### src/rtl/tga_pkg.sv
`default_nettype none

package tga_pkg;

	// counter width for column and row, sizes taken modulo 2^DIM_BITS
	localparam int DIM_BITS = 16;
	localparam int COORD_W  = 16;
	localparam int IDX_W    = 2;
	localparam int CFG_W    = 16;

	typedef logic [DIM_BITS-1:0] dim_t;

	// pixel formats selected by depth_mode (the unused code decodes as bgra)
	typedef enum logic [1:0] {
		DEPTH_ARGB1555 = 2'd0,
		DEPTH_BGR888   = 2'd1,
		DEPTH_BGRA8888 = 2'd2
	} depth_mode_t;

	// configuration register indexes
	typedef enum logic [IDX_W-1:0] {
		REG_DEPTH_MODE   = 2'd0,
		REG_IMAGE_WIDTH  = 2'd1,
		REG_IMAGE_HEIGHT = 2'd2,
		REG_TOP_ORIGIN   = 2'd3
	} reg_index_t;

	typedef struct packed {
		logic [1:0]  depth_mode;
		logic [15:0] image_width;
		logic [15:0] image_height;
		logic        top_origin;
	} cfg_regs_t;

	// byte gatherer status toward the pipeline control
	typedef struct packed {
		logic        done;
		logic [31:0] argb;
	} gather_res_t;

	// pixel position toward the output register
	typedef struct packed {
		logic [COORD_W-1:0] column;
		logic [COORD_W-1:0] row;
		logic               last;
	} coord_res_t;

endpackage

`default_nettype wire

### src/rtl/tga_byte_if.sv
`default_nettype none

interface tga_byte_if;
	logic       valid;
	logic       ready;
	logic [7:0] data_byte;

	modport source (output valid, output data_byte, input ready);
	modport sink (input valid, input data_byte, output ready);
endinterface

`default_nettype wire

### src/rtl/tga_pixel_if.sv
`default_nettype none

interface tga_pixel_if;
	logic        valid;
	logic        ready;
	logic [31:0] pixel_argb;
	logic [15:0] column;
	logic [15:0] row;
	logic        last_pixel;

	modport source (output valid, output pixel_argb, output column, output row,
		output last_pixel, input ready);
	modport sink (input valid, input pixel_argb, input column, input row,
		input last_pixel, output ready);
endinterface

`default_nettype wire

### src/rtl/tga_cfg_if.sv
`default_nettype none

interface tga_cfg_if;
	logic        valid;
	logic        ready;
	logic [1:0]  index;
	logic [15:0] wdata;

	modport source (output valid, output index, output wdata, input ready);
	modport sink (input valid, input index, input wdata, output ready);
endinterface

`default_nettype wire

### src/rtl/tga_truecolor_pixel_unpacker.sv
// path: the final byte of a pixel is held in the input register, the pixel word in the output register
// throughput: one byte per cycle unless a finished pixel waits behind a full output register
// a pixel word leaves every 2, 3 or 4 bytes by depth mode
// reset: arst_n clears pipeline valids, byte phase and counters; registers go to
// 32-bit bgra, 1 x 1 image, bottom origin
`default_nettype none

module tga_truecolor_pixel_unpacker (
	input  wire         clk,
	input  wire         arst_n,
	tga_cfg_if.sink     cfg,
	tga_byte_if.sink    bytes,
	tga_pixel_if.source pixels
);
	import tga_pkg::*;

	cfg_regs_t   regs;
	gather_res_t gres;
	coord_res_t  cres;

	logic        valid_s1;
	logic [7:0]  byte_s1;
	logic        fire;
	logic        out_free;

	logic        valid_s2;
	logic [31:0] argb_s2;
	logic [15:0] column_s2;
	logic [15:0] row_s2;
	logic        last_s2;

	tga_cfg_regs u_cfg (
		.clk    (clk),
		.arst_n (arst_n),
		.cfg    (cfg),
		.regs   (regs)
	);

	tga_byte_gather u_gather (
		.clk        (clk),
		.arst_n     (arst_n),
		.fire       (fire),
		.data_byte  (byte_s1),
		.depth_mode (regs.depth_mode),
		.res        (gres)
	);

	tga_pixel_coord u_coord (
		.clk    (clk),
		.arst_n (arst_n),
		.step   (fire && gres.done),
		.regs   (regs),
		.res    (cres)
	);

	// stage 1 retires when no pixel is made or the output slot opens
	assign out_free    = !valid_s2 || pixels.ready;
	assign fire        = valid_s1 && (!gres.done || out_free);
	assign bytes.ready = !valid_s1 || fire;

	// input register
	always_ff @(posedge clk or negedge arst_n) begin
		if (!arst_n) begin
			valid_s1 <= 1'b0;
		end else if (bytes.ready) begin
			valid_s1 <= bytes.valid;
		end
	end

	always_ff @(posedge clk) begin
		if (bytes.valid && bytes.ready) begin
			byte_s1 <= bytes.data_byte;
		end
	end

	// output register valid
	always_ff @(posedge clk or negedge arst_n) begin
		if (!arst_n) begin
			valid_s2 <= 1'b0;
		end else if (fire && gres.done) begin
			valid_s2 <= 1'b1;
		end else if (pixels.ready) begin
			valid_s2 <= 1'b0;
		end
	end

	// output register payload
	always_ff @(posedge clk) begin
		if (fire && gres.done) begin
			argb_s2   <= gres.argb;
			column_s2 <= cres.column;
			row_s2    <= cres.row;
			last_s2   <= cres.last;
		end
	end

	assign pixels.valid      = valid_s2;
	assign pixels.pixel_argb = argb_s2;
	assign pixels.column     = column_s2;
	assign pixels.row        = row_s2;
	assign pixels.last_pixel = last_s2;

	// a finished pixel always lands in the output register
	a_pixel_loaded: assert property (@(posedge clk) disable iff (!arst_n)
		(fire && gres.done) |=> valid_s2)
		else $error("finished pixel not presented");

	// counters restart after the final pixel
	a_wrap_after_last: assert property (@(posedge clk) disable iff (!arst_n)
		(fire && gres.done && cres.last) |=> (cres.column == '0))
		else $error("column counter did not wrap after final pixel");

	// a full output slot with a finishing byte behind it stalls the input
	a_stall_input: assert property (@(posedge clk) disable iff (!arst_n)
		(valid_s1 && gres.done && valid_s2 && !pixels.ready) |-> !bytes.ready)
		else $error("input taken while finished pixel blocked");

	// no pixel may be lost when the output slot is occupied
	a_no_overwrite: assert property (@(posedge clk) disable iff (!arst_n)
		(valid_s2 && !pixels.ready) |=> (valid_s2 && $stable(argb_s2)))
		else $error("pending pixel overwritten");

endmodule

`default_nettype wire

### src/rtl/tga_cfg_regs.sv
`default_nettype none

module tga_cfg_regs (
	input  wire                 clk,
	input  wire                 arst_n,
	tga_cfg_if.sink             cfg,
	output tga_pkg::cfg_regs_t  regs
);
	import tga_pkg::*;

	cfg_regs_t regs_q;

	// writes are always taken
	assign cfg.ready = 1'b1;

	// register file
	always_ff @(posedge clk or negedge arst_n) begin
		if (!arst_n) begin
			regs_q.depth_mode   <= DEPTH_BGRA8888;
			regs_q.image_width  <= 16'd1;
			regs_q.image_height <= 16'd1;
			regs_q.top_origin   <= 1'b0;
		end else if (cfg.valid) begin
			case (reg_index_t'(cfg.index))
				REG_DEPTH_MODE:   regs_q.depth_mode   <= cfg.wdata[1:0];
				REG_IMAGE_WIDTH:  regs_q.image_width  <= cfg.wdata;
				REG_IMAGE_HEIGHT: regs_q.image_height <= cfg.wdata;
				REG_TOP_ORIGIN:   regs_q.top_origin   <= cfg.wdata[0];
				default: ;
			endcase
		end
	end

	assign regs = regs_q;

endmodule

`default_nettype wire

### src/rtl/tga_byte_gather.sv
`default_nettype none

module tga_byte_gather (
	input  wire                   clk,
	input  wire                   arst_n,
	input  wire                   fire,
	input  wire [7:0]             data_byte,
	input  wire [1:0]             depth_mode,
	output tga_pkg::gather_res_t  res
);
	import tga_pkg::*;

	logic [1:0]  phase_q;
	logic [23:0] held_q;
	logic [1:0]  need_m1;
	logic        done;
	logic [15:0] d16;
	logic [31:0] argb;
	logic [23:0] held_next;

	// index of the final byte of a pixel
	always_comb begin
		case (depth_mode_t'(depth_mode))
			DEPTH_ARGB1555: need_m1 = 2'd1;
			DEPTH_BGR888:   need_m1 = 2'd2;
			default:        need_m1 = 2'd3;
		endcase
	end

	assign done = (phase_q >= need_m1);

	// merge the last byte and convert to argb32
	always_comb begin
		d16 = held_q[15:0] | {data_byte, 8'h00};
		case (depth_mode_t'(depth_mode))
			DEPTH_ARGB1555: argb = {{8{d16[15]}}, d16[14:10], 3'b000,
				d16[9:5], 3'b000, d16[4:0], 3'b000};
			DEPTH_BGR888:   argb = {8'hFF, held_q[23:16] | data_byte, held_q[15:0]};
			default:        argb = {data_byte, held_q};
		endcase
	end

	// place a non-final byte at its lane
	always_comb begin
		held_next = held_q;
		case (phase_q)
			2'd0:    held_next[7:0]   = held_q[7:0]   | data_byte;
			2'd1:    held_next[15:8]  = held_q[15:8]  | data_byte;
			2'd2:    held_next[23:16] = held_q[23:16] | data_byte;
			default: ;
		endcase
	end

	// phase counter and held bytes
	always_ff @(posedge clk or negedge arst_n) begin
		if (!arst_n) begin
			phase_q <= 2'd0;
			held_q  <= 24'd0;
		end else if (fire) begin
			if (done) begin
				phase_q <= 2'd0;
				held_q  <= 24'd0;
			end else begin
				phase_q <= phase_q + 2'd1;
				held_q  <= held_next;
			end
		end
	end

	assign res.done = done;
	assign res.argb = argb;

endmodule

`default_nettype wire

### src/rtl/tga_pixel_coord.sv
`default_nettype none

module tga_pixel_coord (
	input  wire                  clk,
	input  wire                  arst_n,
	input  wire                  step,
	input  tga_pkg::cfg_regs_t   regs,
	output tga_pkg::coord_res_t  res
);
	import tga_pkg::*;

	dim_t col_q;
	dim_t row_q;
	dim_t w_last;
	dim_t h_last;
	dim_t y;
	logic end_col;
	logic end_row;

	// last index of each axis, zero size means full range
	assign w_last  = regs.image_width[DIM_BITS-1:0] - dim_t'(1);
	assign h_last  = regs.image_height[DIM_BITS-1:0] - dim_t'(1);
	assign end_col = (col_q == w_last);
	assign end_row = (row_q == h_last);

	// bottom-up storage flips the row
	assign y = regs.top_origin ? row_q : (h_last - row_q);

	// raster counters
	always_ff @(posedge clk or negedge arst_n) begin
		if (!arst_n) begin
			col_q <= '0;
			row_q <= '0;
		end else if (step) begin
			if (end_col) begin
				col_q <= '0;
				row_q <= end_row ? dim_t'(0) : row_q + dim_t'(1);
			end else begin
				col_q <= col_q + dim_t'(1);
			end
		end
	end

	assign res.column = COORD_W'(col_q);
	assign res.row    = COORD_W'(y);
	assign res.last   = end_col && end_row;

endmodule

`default_nettype wire
### src/flat_wrapper.sv
// flat-port wrapper written by rule: the top's interface ports become plain ports
module tga_truecolor_pixel_unpacker_flat import tga_pkg::*;
  (clk, arst_n, cfg_valid, cfg_index, cfg_wdata, cfg_ready, bytes_valid, bytes_data_byte, bytes_ready, pixels_valid, pixels_pixel_argb, pixels_column, pixels_row, pixels_last_pixel, pixels_ready);
  tga_cfg_if cfg_i ();
  tga_byte_if bytes_i ();
  tga_pixel_if pixels_i ();
  input  wire clk;
  input  wire arst_n;
  input wire logic [$bits(cfg_i.valid)-1:0] cfg_valid;
  input wire logic [$bits(cfg_i.index)-1:0] cfg_index;
  input wire logic [$bits(cfg_i.wdata)-1:0] cfg_wdata;
  output wire logic [$bits(cfg_i.ready)-1:0] cfg_ready;
  input wire logic [$bits(bytes_i.valid)-1:0] bytes_valid;
  input wire logic [$bits(bytes_i.data_byte)-1:0] bytes_data_byte;
  output wire logic [$bits(bytes_i.ready)-1:0] bytes_ready;
  output wire logic [$bits(pixels_i.valid)-1:0] pixels_valid;
  output wire logic [$bits(pixels_i.pixel_argb)-1:0] pixels_pixel_argb;
  output wire logic [$bits(pixels_i.column)-1:0] pixels_column;
  output wire logic [$bits(pixels_i.row)-1:0] pixels_row;
  output wire logic [$bits(pixels_i.last_pixel)-1:0] pixels_last_pixel;
  input wire logic [$bits(pixels_i.ready)-1:0] pixels_ready;
  assign cfg_i.valid = cfg_valid;
  assign cfg_i.index = cfg_index;
  assign cfg_i.wdata = cfg_wdata;
  assign cfg_ready = cfg_i.ready;
  assign bytes_i.valid = bytes_valid;
  assign bytes_i.data_byte = bytes_data_byte;
  assign bytes_ready = bytes_i.ready;
  assign pixels_valid = pixels_i.valid;
  assign pixels_pixel_argb = pixels_i.pixel_argb;
  assign pixels_column = pixels_i.column;
  assign pixels_row = pixels_i.row;
  assign pixels_last_pixel = pixels_i.last_pixel;
  assign pixels_i.ready = pixels_ready;
  tga_truecolor_pixel_unpacker u_core (.clk(clk), .arst_n(arst_n), .cfg(cfg_i), .bytes(bytes_i), .pixels(pixels_i));
endmodule
### config.mk
export PLATFORM = sky130hd
export DESIGN_NAME = tga_truecolor_pixel_unpacker_flat
export DESIGN_NICKNAME = d
export VERILOG_FILES = /design/src/rtl/tga_pkg.sv /design/src/rtl/tga_byte_if.sv /design/src/rtl/tga_pixel_if.sv /design/src/rtl/tga_cfg_if.sv /design/src/rtl/tga_truecolor_pixel_unpacker.sv /design/src/rtl/tga_cfg_regs.sv /design/src/rtl/tga_byte_gather.sv /design/src/rtl/tga_pixel_coord.sv /design/src/flat_wrapper.sv
export SDC_FILE = /design/constraint.sdc
export NUM_CORES = 1
export LEC_CHECK = 0
export BUFFER_PORTS_ARGS = -buffer_cell sky130_fd_sc_hd__buf_2
export CORE_MARGIN = 3
export CORE_UTILIZATION = 35
export CTS_BUF_LIST = sky130_fd_sc_hd__clkbuf_4 sky130_fd_sc_hd__clkbuf_8
export DETAILED_ROUTE_END_ITERATION = 8
export GPL_ROUTABILITY_DRIVEN = 0
export RECOVER_POWER = 100
export SYNTH_ARGS = -nofsm -noshare
export SYNTH_HDL_FRONTEND = slang
export SYNTH_SLANG_ARGS = --single-unit
### constraint.sdc
create_clock -name clk -period 6 [get_ports clk]
set_input_delay 0.9 -clock clk [delete_from_list [all_inputs] [get_ports clk]]
set_output_delay 0.9 -clock clk [all_outputs]
set_load 0.01 [all_outputs]
==> out/summary.txt <==
Status: finished with violations
Violated checks: max-capacitance violations, max-slew violations
Reg2reg setup slack: 1.32 ns
Worst setup EP type: flop
CTS tree: yes
Remaining DRCs: 0
Sequential element share of the synthesized area: 0.546
Multiplexer area fraction after synthesis: 0.0538
Die area: 25800 um^2
Final WL: 19800 um
Worst-path cell chain: or2_0 -> inv_1 -> ha_1 -> a21oi_1 -> or2_2 -> clkinv_2 -> and4_1 -> nand2_1 -> o41ai_1
Most common library cells after synthesis: dfrtp_1 (92), nand2_1 (76), edfxtp_1 (73), a21oi_1 (45), o21ai_0 (41)
Max_slew headroom: -0.675
RSZ-0062 raised after global routing: no
Routed len/inst: 16.8 um
Peak VDD IR: 0.172 mV
Drt pass-1 iters: 6
CTS clk-pin slew, worst paths: 0.09 ns
CP bufs+invs: 2
Post-DRT Antenna Nets: 0
Sink Count: 168
Detailed placer's ending HPWL: 14200 um
Root buffer cell: clkbuf_8
Final setup TNS: 0 ns
CP startpoint kind: flop
Area Overhead vs Synth: 13.1%
HP Class: flop to flop
Total gr overflow: 0
Net Count, Synth: 812
First-pass GRT wire length: 31700 um
Fmax: 214 MHz
Cts hold-fix bufs: 0
Final period util: 0.780
Setup CP Type: flop to flop
Compound-Gate Fraction of Synth Area: 0.123
XOR/XNOR share of the synthesized area: 0.0533
Antenna cells: 0
Total track usage: 0.155
Synth unique cells: 65
Register cell area after layout: 4570 um^2
Layout cells sized above 1: 0.132
Initial core utilization: 0.363
#FFs+latches synth: 168
Die width: 161 um
Post-synth EDFFs: 73
Via Count: 6075
Count leader, synth: dfrtp_1
Max-cap violations: 1
Synth top area share: 0.275
Post-synth top area cell: dfrtp_1
PD cells: 382 nW/um^2
Critical Path RT: 6.35 ns
I/O Buffers: 97
Largest family of logic cells by synthesized area: simple AND/OR/NAND/NOR gates
Max clock buf depth: 2
Fin. Hold Viols: 0
Ports: 99
Adder-cell share of the synthesized area: 0.0383
WL met1: 9660 um
Synth Flop Type: dfrtp_1
Clock Skew: 0.0109 ns
Initial DRC Count: 384
Met2 WL post-DR: 9040 um
Layout fillers: 2300
CP Max Fanout: 26
Crit-path slowest cell: or2_0
Synth top area cells: dfrtp_1 (27%), edfxtp_1 (26%), mux2_2 (4.8%)
Row Count: 55
Pin count of the biggest net entering global routing: 82
Post_cts resized: 0
Worst EP arrival: 5.03 ns
Die height: 161 um
Yosys warns: 0
Multi-input logic area: 3530 um^2
Final setup violation count: 0
Post-CTS Setup Bufs: 0
Fraction of the mapped netlist area in simple logic gates: 0.155
Cts bufs inserted: 17
Fin util: 0.411
Vias per inst: 5.16
Worst path top cell family by delay: simple AND/OR/NAND/NOR gates
Syn Inst Count: 756
Core area: 23100 um^2
Top Layer Used: met4
Final nets: 907
Leakage power: 3.81 nW
Post-Syn Area per Cell: 11.1 um^2
CP max stage delay: 0.85 ns
H-tree depth: 4
Fin crit period: 4.68 ns
Skew-Pair Late Insertion Delay: 0.46 ns
DR WL met3: 870 um
Least-Margin Pin Slew: 2.51 ns
Mapped Area: 8370 um^2
Vias in the first global route: 5889
Asr flop ratio synth: 0.565
Slew Limit Fails: 47
Initial antenna violation count: 0
cell usage in the layout (no fill, tap or decap), types with 5 or more instances in the layout:
cell type  instances
a21o_1            14
a21oi_1           45
a22o_1            14
a31oi_1            6
and2_0             5
and2_1             7
and3_1            11
buf_2             28
clkbuf_1          69
clkbuf_8          19
clkinv_4           5
dfrtp_1           92
edfxtp_1          73
ha_1              24
inv_1             38
mux2_2            35
nand2_1           77
nand2b_1           9
nand3_1           25
nand4_1            7
nor2_1            40
nor2b_1            5
nor3_1            19
nor4_1             8
o21ai_0           46
o21ai_1            6
o31ai_1            8
o32a_1             5
or3_1              7
xnor2_1           27
xor2_1            24
worst register-to-register path: stages, from the launching register on:
cell and delay, ns:
dfstp_2 0.71, or2_0 0.85, inv_1 0.49, ha_1 0.43, a21oi_1 0.13, or2_2 0.54, clkinv_2 0.12, and4_1 0.53
nand2_1 0.36, o41ai_1 0.41
final timing paths:
kind | from | end | depth (start not counted)
worst max-delay path | u_core.u_cfg.regs[34] | u_core.u_coord.row_q[8] | 9
max in group asynchronous | arst_n | u_core.u_coord.row_q[10] | 2
min in group asynchronous | arst_n | u_core.pixels.valid | 1
worst max register to register | u_core.u_cfg.regs[34] | u_core.u_coord.row_q[8] | 9
worst min-delay path | u_core.u_gather.held_q[22] | u_core.u_gather.held_q[22] | 2
worst min register to register | u_core.u_gather.held_q[22] | u_core.u_gather.held_q[22] | 2
cell families after synthesis:
family	after synthesis
muxes	40
xor gates and xnor gates	51
and+or+nand+nor	246
other	1
buffers and inverters	63
AOI/OAI and AO/OA	162
DFF	168
adders and majority gates	25
layer usage:
layer | up-vias | global-route usage
met5 | - | 0
met4 | 0 | 0.0410
met3 | 19 | 0.0356
met2 | 136 | 0.241
met1 | 3001 | 0.220
li1 | 2919 | -
sequential cells by signal, indices dropped and copies added (netlist names):
signal                    flops
u_core.u_cfg.regs            35
u_core.pixels.pixel_argb     32
u_core.u_gather.held_q       24
u_core.pixels.column         16
u_core.pixels.row            16
u_core.u_coord.col_q         16
u_core.u_coord.row_q         16
u_core.byte_s1                8
u_core.u_gather.phase_q       2
u_core.pixels.last_pixel      1
u_core.pixels.valid           1
u_core.valid_s1               1
per-stage QoR:
stage	hold WS, ns	power, mW	cell area (um^2)	cells	setup slack (ns)
after floorplan	0.464	2.48	8370	756	1.47
after CTS	0.435	3.69	9580	1177	2.03
final	0.509	3.62	9470	1177	1.32
after detailed placement	0.494	2.84	9170	1145	2.05
after global placement	0.482	2.83	9170	1145	2.17
after global routing	0.545	3.85	9470	1177	0.835
cell type report:
type	instances	share of cell area
clock buffers	19	0.0276
clock inverters	13	0.0155
inverters	39	0.0156
multi-input cells	525	0.373
flip-flops and latches	168	0.483
well taps	313	0.0413
repair buffers	100	0.0443
power breakdown:
group	internal [mW]	total, mW	switching [mW]	leakage (nW)
clock	0.397	0.836	0.439	0.208
sequential	1.55	1.77	0.214	1.85
combinational	0.402	1.02	0.617	1.76
(Power assumes the default switching activity.)
